==> src/hw/rtl/sha_pkg.sv <==
`timescale 1ns / 1ps
// shared types, control groups and constants for the sha-256 byte hasher
// depends on nothing; imported by every module of the block
package sha_pkg;

  typedef struct packed {
    logic [7:0] data_byte;
    logic       byte_present;
    logic       end_of_message;
  } byte_item_t;

  typedef struct packed {
    logic [31:0] digest_word;
    logic [2:0]  word_index;
    logic        final_word;
  } digest_t;

  typedef enum logic [2:0] {
    ST_IDLE,
    ST_PAD_MARK,
    ST_PAD_ZERO,
    ST_PAD_LEN,
    ST_COMPRESS,
    ST_FINAL_ADD,
    ST_OUTPUT
  } fsm_state_t;

  typedef struct packed {
    logic       shift_byte;
    logic [7:0] new_byte;
    logic       step;
  } sched_ctrl_t;

  typedef struct packed {
    logic load;
    logic round;
    logic add;
    logic rotate;
    logic reinit;
  } round_ctrl_t;

  localparam logic [5:0] PAD_LEN_POS = 6'd56;
  localparam logic [5:0] LAST_POS    = 6'd63;
  localparam logic [5:0] LAST_ROUND  = 6'd63;
  localparam logic [2:0] LAST_WORD   = 3'd7;
  localparam logic [7:0] PAD_MARK    = 8'h80;

  localparam logic [31:0] INIT_WORDS [8] = '{
    32'h6a09e667, 32'hbb67ae85, 32'h3c6ef372, 32'ha54ff53a,
    32'h510e527f, 32'h9b05688c, 32'h1f83d9ab, 32'h5be0cd19
  };

  localparam logic [31:0] ROUND_K [64] = '{
    32'h428a2f98, 32'h71374491, 32'hb5c0fbcf, 32'he9b5dba5,
    32'h3956c25b, 32'h59f111f1, 32'h923f82a4, 32'hab1c5ed5,
    32'hd807aa98, 32'h12835b01, 32'h243185be, 32'h550c7dc3,
    32'h72be5d74, 32'h80deb1fe, 32'h9bdc06a7, 32'hc19bf174,
    32'he49b69c1, 32'hefbe4786, 32'h0fc19dc6, 32'h240ca1cc,
    32'h2de92c6f, 32'h4a7484aa, 32'h5cb0a9dc, 32'h76f988da,
    32'h983e5152, 32'ha831c66d, 32'hb00327c8, 32'hbf597fc7,
    32'hc6e00bf3, 32'hd5a79147, 32'h06ca6351, 32'h14292967,
    32'h27b70a85, 32'h2e1b2138, 32'h4d2c6dfc, 32'h53380d13,
    32'h650a7354, 32'h766a0abb, 32'h81c2c92e, 32'h92722c85,
    32'ha2bfe8a1, 32'ha81a664b, 32'hc24b8b70, 32'hc76c51a3,
    32'hd192e819, 32'hd6990624, 32'hf40e3585, 32'h106aa070,
    32'h19a4c116, 32'h1e376c08, 32'h2748774c, 32'h34b0bcb5,
    32'h391c0cb3, 32'h4ed8aa4a, 32'h5b9cca4f, 32'h682e6ff3,
    32'h748f82ee, 32'h78a5636f, 32'h84c87814, 32'h8cc70208,
    32'h90befffa, 32'ha4506ceb, 32'hbef9a3f7, 32'hc67178f2
  };

endpackage

==> src/hw/rtl/sha_sched.sv <==
`timescale 1ns / 1ps
// block buffer and message schedule window: bytes shift in, then the
// same sixteen words slide by one schedule word per round; uses sha_pkg
module sha_sched
  import sha_pkg::*;
(
  input  logic        clk,
  input  sched_ctrl_t ctrl,
  output logic [31:0] w
);

  logic [31:0] win [16];
  logic [31:0] s0;
  logic [31:0] s1;
  logic [31:0] w_new;

  assign s0 = {win[1][6:0], win[1][31:7]} ^ {win[1][17:0], win[1][31:18]}
            ^ (win[1] >> 3);
  assign s1 = {win[14][16:0], win[14][31:17]} ^ {win[14][18:0], win[14][31:19]}
            ^ (win[14] >> 10);
  assign w_new = win[0] + s0 + win[9] + s1;
  assign w = win[0];

  always_ff @(posedge clk) begin
    if (ctrl.shift_byte) begin
      for (int i = 0; i < 15; i++) begin
        win[i] <= {win[i][23:0], win[i+1][31:24]};
      end
      win[15] <= {win[15][23:0], ctrl.new_byte};
    end else if (ctrl.step) begin
      for (int i = 0; i < 15; i++) begin
        win[i] <= win[i+1];
      end
      win[15] <= w_new;
    end
  end

endmodule

==> src/hw/rtl/sha_round.sv <==
`timescale 1ns / 1ps
// working variables with the one-per-cycle compression round, and the
// chain value with its final addition and word-by-word readout; uses sha_pkg
module sha_round
  import sha_pkg::*;
(
  input  logic        clk,
  input  logic        rst,
  input  round_ctrl_t ctrl,
  input  logic [31:0] k,
  input  logic [31:0] w,
  output logic [31:0] head
);

  logic [31:0] chain [8];
  logic [31:0] v [8];
  logic [31:0] big0;
  logic [31:0] big1;
  logic [31:0] choose;
  logic [31:0] major;
  logic [31:0] t1;
  logic [31:0] t2;

  assign big1   = {v[4][5:0], v[4][31:6]} ^ {v[4][10:0], v[4][31:11]}
                ^ {v[4][24:0], v[4][31:25]};
  assign choose = (v[4] & v[5]) ^ (~v[4] & v[6]);
  assign t1     = v[7] + big1 + choose + k + w;
  assign big0   = {v[0][1:0], v[0][31:2]} ^ {v[0][12:0], v[0][31:13]}
                ^ {v[0][21:0], v[0][31:22]};
  assign major  = (v[0] & v[1]) ^ (v[0] & v[2]) ^ (v[1] & v[2]);
  assign t2     = big0 + major;
  assign head   = chain[0];

  always_ff @(posedge clk) begin
    if (ctrl.load) begin
      for (int i = 0; i < 8; i++) begin
        v[i] <= chain[i];
      end
    end else if (ctrl.round) begin
      v[7] <= v[6];
      v[6] <= v[5];
      v[5] <= v[4];
      v[4] <= v[3] + t1;
      v[3] <= v[2];
      v[2] <= v[1];
      v[1] <= v[0];
      v[0] <= t1 + t2;
    end
  end

  always_ff @(posedge clk) begin
    if (rst) begin
      for (int i = 0; i < 8; i++) begin
        chain[i] <= INIT_WORDS[i];
      end
    end else if (ctrl.add) begin
      for (int i = 0; i < 8; i++) begin
        chain[i] <= chain[i] + v[i];
      end
    end else if (ctrl.reinit) begin
      for (int i = 0; i < 8; i++) begin
        chain[i] <= INIT_WORDS[i];
      end
    end else if (ctrl.rotate) begin
      for (int i = 0; i < 7; i++) begin
        chain[i] <= chain[i+1];
      end
      chain[7] <= chain[0];
    end
  end

endmodule

==> src/hw/rtl/sha256_hash.sv <==
`timescale 1ns / 1ps
// sha-256 over a byte stream: one byte per word in, eight digest words out
// a byte that does not fill the block is taken straight in; the 64th byte of a block
// starts 64 rounds on the shared round unit, then the chain addition, and no byte is
// taken meanwhile; last word: padding inserts one byte per cycle (up to 63 zero bytes,
// 8 length bytes) with one or two compressions, then 8 digest words at one per cycle
// while digest_ready is high; reset: synchronous, chain to initial words
module sha256_hash
  import sha_pkg::*;
(
  input  logic       clk,
  input  logic       rst,
  input  logic       byte_valid,
  output logic       byte_ready,
  input  byte_item_t byte_item,
  output logic       digest_valid,
  input  logic       digest_ready,
  output digest_t    digest
);

  fsm_state_t  state;
  fsm_state_t  state_next;
  fsm_state_t  resume;
  fsm_state_t  resume_next;
  logic [5:0]  pos;
  logic [63:0] len;
  logic [5:0]  cnt;
  logic        ins;
  logic [7:0]  ins_byte;
  logic        wrap;
  logic [31:0] w;
  logic [31:0] head;
  sched_ctrl_t sc;
  round_ctrl_t rc;

  assign wrap = ins && (pos == LAST_POS);

  // outputs of the sequencer
  always_comb begin
    ins          = 1'b0;
    ins_byte     = '0;
    byte_ready   = 1'b0;
    digest_valid = 1'b0;
    rc           = '0;
    case (state)
      ST_IDLE: begin
        byte_ready = 1'b1;
        if (byte_valid && byte_item.byte_present) begin
          ins      = 1'b1;
          ins_byte = byte_item.data_byte;
        end
      end
      ST_PAD_MARK: begin
        ins      = 1'b1;
        ins_byte = PAD_MARK;
      end
      ST_PAD_ZERO: begin
        ins = (pos != PAD_LEN_POS);
      end
      ST_PAD_LEN: begin
        ins      = 1'b1;
        ins_byte = len[63:56];
      end
      ST_COMPRESS: begin
        rc.round = 1'b1;
      end
      ST_FINAL_ADD: begin
        rc.add = 1'b1;
      end
      ST_OUTPUT: begin
        digest_valid = 1'b1;
        rc.rotate    = digest_ready;
        rc.reinit    = digest_ready && (cnt[2:0] == LAST_WORD);
      end
      default: begin
        ins = 1'b0;
      end
    endcase
    rc.load       = wrap;
    sc.shift_byte = ins;
    sc.new_byte   = ins_byte;
    sc.step       = (state == ST_COMPRESS);
  end

  // next state
  always_comb begin
    state_next  = state;
    resume_next = resume;
    case (state)
      ST_IDLE: begin
        if (byte_valid) begin
          if (wrap) begin
            state_next  = ST_COMPRESS;
            resume_next = byte_item.end_of_message ? ST_PAD_MARK : ST_IDLE;
          end else if (byte_item.end_of_message) begin
            state_next = ST_PAD_MARK;
          end
        end
      end
      ST_PAD_MARK: begin
        state_next  = wrap ? ST_COMPRESS : ST_PAD_ZERO;
        resume_next = ST_PAD_ZERO;
      end
      ST_PAD_ZERO: begin
        if (pos == PAD_LEN_POS) begin
          state_next = ST_PAD_LEN;
        end else if (wrap) begin
          state_next  = ST_COMPRESS;
          resume_next = ST_PAD_ZERO;
        end
      end
      ST_PAD_LEN: begin
        if (wrap) begin
          state_next  = ST_COMPRESS;
          resume_next = ST_OUTPUT;
        end
      end
      ST_COMPRESS: begin
        if (cnt == LAST_ROUND) begin
          state_next = ST_FINAL_ADD;
        end
      end
      ST_FINAL_ADD: begin
        state_next = resume;
      end
      ST_OUTPUT: begin
        if (digest_ready && (cnt[2:0] == LAST_WORD)) begin
          state_next = ST_IDLE;
        end
      end
      default: begin
        state_next = ST_IDLE;
      end
    endcase
  end

  always_ff @(posedge clk) begin
    if (rst) begin
      state  <= ST_IDLE;
      resume <= ST_IDLE;
      pos    <= '0;
      len    <= '0;
      cnt    <= '0;
    end else begin
      state  <= state_next;
      resume <= resume_next;
      if (ins) begin
        pos <= pos + 6'd1;
      end
      // length counts up while bytes arrive and empties as its bytes are padded in
      if (state == ST_PAD_LEN) begin
        len <= {len[55:0], 8'h00};
      end else if (state == ST_IDLE && byte_valid && byte_item.byte_present) begin
        len <= len + 64'd8;
      end
      if (state_next != state) begin
        cnt <= '0;
      end else if (state == ST_COMPRESS || (state == ST_OUTPUT && digest_ready)) begin
        cnt <= cnt + 6'd1;
      end
    end
  end

  assign digest.digest_word = head;
  assign digest.word_index  = cnt[2:0];
  assign digest.final_word  = (cnt[2:0] == LAST_WORD);

  sha_sched u_sched (
    .clk  (clk),
    .ctrl (sc),
    .w    (w)
  );

  sha_round u_round (
    .clk  (clk),
    .rst  (rst),
    .ctrl (rc),
    .k    (ROUND_K[cnt]),
    .w    (w),
    .head (head)
  );

endmodule

==> config.mk <==
export PLATFORM = sky130hd
export DESIGN_NAME = sha256_hash
export DESIGN_NICKNAME = d
export VERILOG_FILES = /design/src/hw/rtl/sha_pkg.sv /design/src/hw/rtl/sha_sched.sv /design/src/hw/rtl/sha_round.sv /design/src/hw/rtl/sha256_hash.sv
export SDC_FILE = /design/constraint.sdc
export NUM_CORES = 2
export LEC_CHECK = 0
export BUFFER_PORTS_ARGS = -buffer_cell sky130_fd_sc_hd__buf_4
export CORE_MARGIN = 2
export CORE_UTILIZATION = 67
export CTS_BUF_LIST = sky130_fd_sc_hd__clkbuf_8
export DETAILED_ROUTE_END_ITERATION = 10
export HOLD_SLACK_MARGIN = 0.12
export PLACE_DENSITY = 0.86
export SLEW_MARGIN = 0
export SYNTH_ARGS = -nofsm -noshare
export SYNTH_HDL_FRONTEND = slang
export SYNTH_SLANG_ARGS = --single-unit
==> constraint.sdc <==
create_clock -name clk -period 18.4 [get_ports clk]
set_input_delay 0 -clock clk [delete_from_list [all_inputs] [get_ports clk]]
set_output_delay 0 -clock clk [all_outputs]
set_load 0.01 [all_outputs]
======== Yosys cells after proc, flatten, opt, wreduce, memory -nomap -nowiden ========
Memory sizes are Yosys's and may differ from the RTL's.
Cells that the tools add are included.
word-level totals
  word-level logic and storage cells ...... 229
  memory bits (read-only) ................. 2048
  output and inout port bits .............. 38
  memories kept ........................... 4
  register bits ........................... 82
  memory bits (writable) .................. 1024
  bits of input ports ..................... 14
operators by class
  add/subtract/negate cells ............... 21
  reductions and logical operators ........ 14
  bitwise gates (word level) .............. 66
  multiplexer cells ....................... 100
  $lt $le $gt $ge ......................... 1
  equality and inequality tests ........... 17
memory list
  memory           words  bits a word  rd ports  clocked after Yosys merged registers in  wr ports  RTL line            text
  (no name shown)  64     32           1         0                                        0         sha256_hash.sv:178  .k (ROUND_K[cnt]),
  u_sched.win      16     32           16        0                                        16        sha_sched.sv:12     logic [31:0] win [16];
  u_round.chain    8      32           8         0                                        8         sha_round.sv:15     logic [31:0] chain [8];
  u_round.v        8      32           8         0                                        8         sha_round.sv:16     logic [31:0] v [8];
operators by type and width
  kind                                                      count
  two-way mux 32 bit                                        50
  adder 32 bit                                              18
  XOR 32 bit                                                9
  AND 32 bit                                                5
  two-way mux 64 bit                                        2
  adder 64 x 4 -> 64 bit, second input constant             1
  OR 1 bit                                                  48
  two-way mux 3 bit                                         13
  NOT 32 bit                                                1
  XOR 32 x 22 -> 32 bit                                     1
  XOR 32 x 29 -> 32 bit                                     1
  two-way mux 1 bit                                         29
  one-hot mux 8 bit (3 select lines)                        1
  one-hot mux 3 bit (7 select lines)                        1
  equality test 6 bit, second input constant                3
  adder 6 x 1 -> 6 bit, second input constant               2
  equality test 3 bit, second input constant                4
  one-hot mux 3 bit (4 select lines)                        1
  != test 2 bit, second input constant                      5
  two-way mux 8 bit                                         1
  greater-or-equal comparator 7 bit, second input constant  1
  NOT 6 -> 7 bit                                            1
  equality test 3 x 2 -> 1 bit, second input constant       2
  logical AND 1 bit                                         6
  other kinds (11)                                          13

======== Logic depth before layout (Yosys ltp) ========
  depth after elaboration ................. 9
  mapped depth ............................ 43
  mapped depth without buffers ............ 40

======== Modules after synthesis ========
Synthesis repeated with hierarchy kept, for this count alone.
unflattened totals
  cell total of the unflattened synthesis .. 7675
  area, all modules ....................... 77057.7 um^2
by module, submodules not included
  module       area an instance (um^2)  seq. area each (um^2)  instances  cells an instance
  sha_round    42719.7                  15054.4                1          4723
  sha_sched    26158.8                  15374.7                1          1765
  sha256_hash  8179.1                   1581.5                 1          1187

======== Worst setup path after synthesis ========
OpenSTA, ideal clock, no wires.
  path kind ............................... register to register
  start ................................... register state[1]
  end ..................................... memory u_sched.win[0][0] (enable)
  setup time .............................. 3.632 ns
  buffers on the path ..................... 4
  period minus slack after synthesis ...... 13.750 ns
  stages on the path, launching flop included .. 8
  data arrival time ....................... 10.118 ns
  slack ................................... 4.650 ns
  path through ............................ dfxtp_1 > clkbuf_1 > clkinv_1 > nand2_1 > clkbuf_1 > clkbuf_1 > buf_1 > nand2_1
RTL lines
  element                 RTL line            text
  from (decl)             sha256_hash.sv:21   fsm_state_t state;
  from (signal assigned)  sha256_hash.sv:145  state <= state_next;
  to (decl)               sha_sched.sv:12

==> impl_metrics.ini <==
[floorplan]
die_h_microns = 337
die-area_sq_um = 114000
rows = 122
core_area_sq_um = 111000
die-width_microns = 337
ios = 52
start_util_pct = 67.4

[synthesis]
syn-instance-count = 8270
syn-num-nets = 8872
ys_top_cells_by_area = edfxtp_1 (40%), nand2_1 (12%), ha_1 (6.6%), fa_1 (5.2%), xnor2_1 (4.4%)
yosys.cell_types.count = 87
postSynthAreaPerCell_sq_um = 9.01
yosysTopAreaCell = edfxtp_1
yosys_warnings = 0
syn_area_sq_um = 74500
postSynth.asyncResetShare_pct = 0
synth.ff_latch_count = 1103
synth_edf_count = 992
synth_top_area_share_pct = 40.0
synth_ff_type = edfxtp_1
ys_seq_area_share_pct = 43.0

[drt]
drcViolationCount = 0
dr.pass1.iters = 8
drt_first_iter_violations = 7570
antenna_left = 0
wl_per_cell_microns = 24.2
vias = 62700
viasPerCell = 6.42
wirelength_microns = 236000

[sta]
tns_ns = 0
period_minus_slack_ns = 10.32
skew_ns = 0.0503
finalSetupViolCount = 0
post-route-period-util_pct = 56.1
tightest_slew_ns = 1.19
rsz0062_at_grt = false
fmax_ghz = 0.0969
maxSlewHeadroom_pct = 20.5
slew_violations = 0
final_hold_viol_count = 0

[placed_design]
hpwl_microns = 170000
gp_congestion = 1.01
port_buffers = 51

[global_route]
antenna_found_initial = 8
overflow = 0
grt_use_total_pct = 40.9
grt_pass1_wl_microns = 351000
grt_start_max_net_pins = 213
grt_pass1_vias = 59600

[power_and_ir_drop]
power_frac_seq_pct = 38.9
switchingPower_w = 0.00317
clkPwrFrac_pct = 25.0
ir_drop_v = 0.000123
finalPower_w = 0.00851
p_comb_share_pct = 36.1
pwr_density_cell_nw_per_um2 = 107
swShare_pct = 37.2
intPower_w = 0.00534
p_leak_nw = 33.1

[cells_and_area]
drive_gt1_share_pct = 5.19
syn2layout_area_growth_pct = 6.23
final_common_cell = nand2_1
fin_nets = 8717
final_cell_mix = nand2_1 (2425), edfxtp_1 (992), a21oi_1 (546)
register_area_sq_um = 32000
fill_cells = 8318
final_util_pct = 71.6
multi_input_area_sq_um = 39300

[cts]
cts-buffers-inserted = 186
ctsRootBufferMaster = clkbuf_8
cts_max_level = 4
clockBufferDepth = 3
cts_tree = yes
clock_latency_ns = 0.94
clock-sinks = 1103
path_clk_slew_ns = 0.07

[critical_path]
cp_max_fo = 60
crit_arrival_ns = 11.04
cp-end-kind = flip-flop
start_kind = flip-flop
crit_slowest_cell = nor2_1
cp.required_ns = 19.12
critPathBufInv = 4
slowest_delay_ns = 0.77
path_delay_family = compound AO/OA/AOI/OAI gates
path_class = reg -> reg
regToRegSetupSlack_ns = 8.08

[flow_run]
max-cap-violations = 0

[status]
status = finished, final reports clean

[hold_path]
hold_path.class = in -> reg
power groups by stage:
stage	Sequential [W]	Clock (W)	Combinational, W
after detailed placement	0.00334	0	0.00296
after global placement	0.00334	0	0.00292
after global routing	0.00332	0.00223	0.00337
after CTS	0.00329	0.00213	0.00302
final	0.00331	0.00212	0.00307
after floorplan	0.00327	0	0.00227
cell type report:
type                    count  share of cell area (%)
multi-input cells        6334                    49.6
flip-flops and latches   1103                    40.4
clock buffers             188                    3.27
well taps                1488                    2.35
inverters                 348                    1.65
repair buffers            142                    1.52
clock inverters           147                    1.11
diodes                      7                  0.0221
cell families (layout without fill, tap and decap cells):
group                    Yosys count  after routing  synth area share, %
multiplexers                      49             49                0.826
XOR/XNOR                         604            604                 7.12
buffers and inverters            833            825                 4.46
flip-flops                      1103           1103                 43.0
other                              0              7                    0
AO/OA/AOI/OAI                   1737           1737                 14.4
adder cells (fa/ha/maj)          591            591                 11.9
AND/OR/NAND/NOR                 3353           3353                 18.4
final timing paths:
path,from,to,cells past startpoint
setup / recovery,cnt[2]$_SDFFE_PP0P_,u_round.v[4][31]$_DFFE_PP_,35
hold / removal,digest_ready,state[2]$_SDFF_PP0_,5
setup reg to reg,cnt[2]$_SDFFE_PP0P_,u_round.v[4][31]$_DFFE_PP_,35
hold reg to reg,len[19]$_SDFFE_PP0P_,len[27]$_SDFFE_PP0P_,2
synthesized netlist by cell type, types with 44 or more instances:
cell type and count:
nor2_1 425, o21a_1 58, inv_1 345, edfxtp_1 992, o21bai_1 48, o21ai_0 470, nand2b_1 82, clkbuf_1 415
nor3_1 87, xor2_1 227, a211oi_1 47, a21oi_1 547, a21o_1 176, nor2b_1 44, nand2_1 2430, xnor2_1 376
dfxtp_1 111, nand3_1 98, ha_1 393, a31oi_1 64, fa_1 195
layer usage:
layer | global-route usage, % | up-vias | wire [microns]
met5 | 0 | - | 71
met4 | 27.4 | 10 | 18100
met3 | 10.5 | 874 | 25100
met2 | 63.8 | 3644 | 107000
met1 | 50.3 | 30000 | 86500
li1 | - | 28200 | -
stage by stage:
step                      worst slack, ns  std cells  hold WS (ns)  cell area (sq um)
after floorplan                      4.65       8270         0.198              74500
after detailed placement             8.44       9381         0.318              75300
final                                8.08       9757         0.221              79200
after global placement               8.57       9381         0.330              75300
after CTS                            8.36       9750         0.128              79100
after global routing                 7.50       9751         0.243              79100
state kept, by name, indices dropped and copies added (netlist names):
name / cells
cnt: 6
len: 61
pos: 6
resume: 3
state: 3
u_round.chain: 256
u_round.v: 256
u_sched.win: 512
worst register-to-register path: cells and delay by family, from the launching register on:
family / cells / cell delay (ns)
compound gates: 15 / 3.53
simple gates: 8 / 2.19
flops: 1 / 0.32
buf+inv: 4 / 1.36
fa+ha+maj: 6 / 2.24
xor+xnor: 2 / 0.52
what timing repair did:
item	in CTS	in global routing
hold buffers	34	0
setup buffers	0	0
hold endpoints to repair	263	0
resized for setup	0	0
setup endpoints to repair	0	0
No activity file was read; power rests on OpenSTA's default activity.
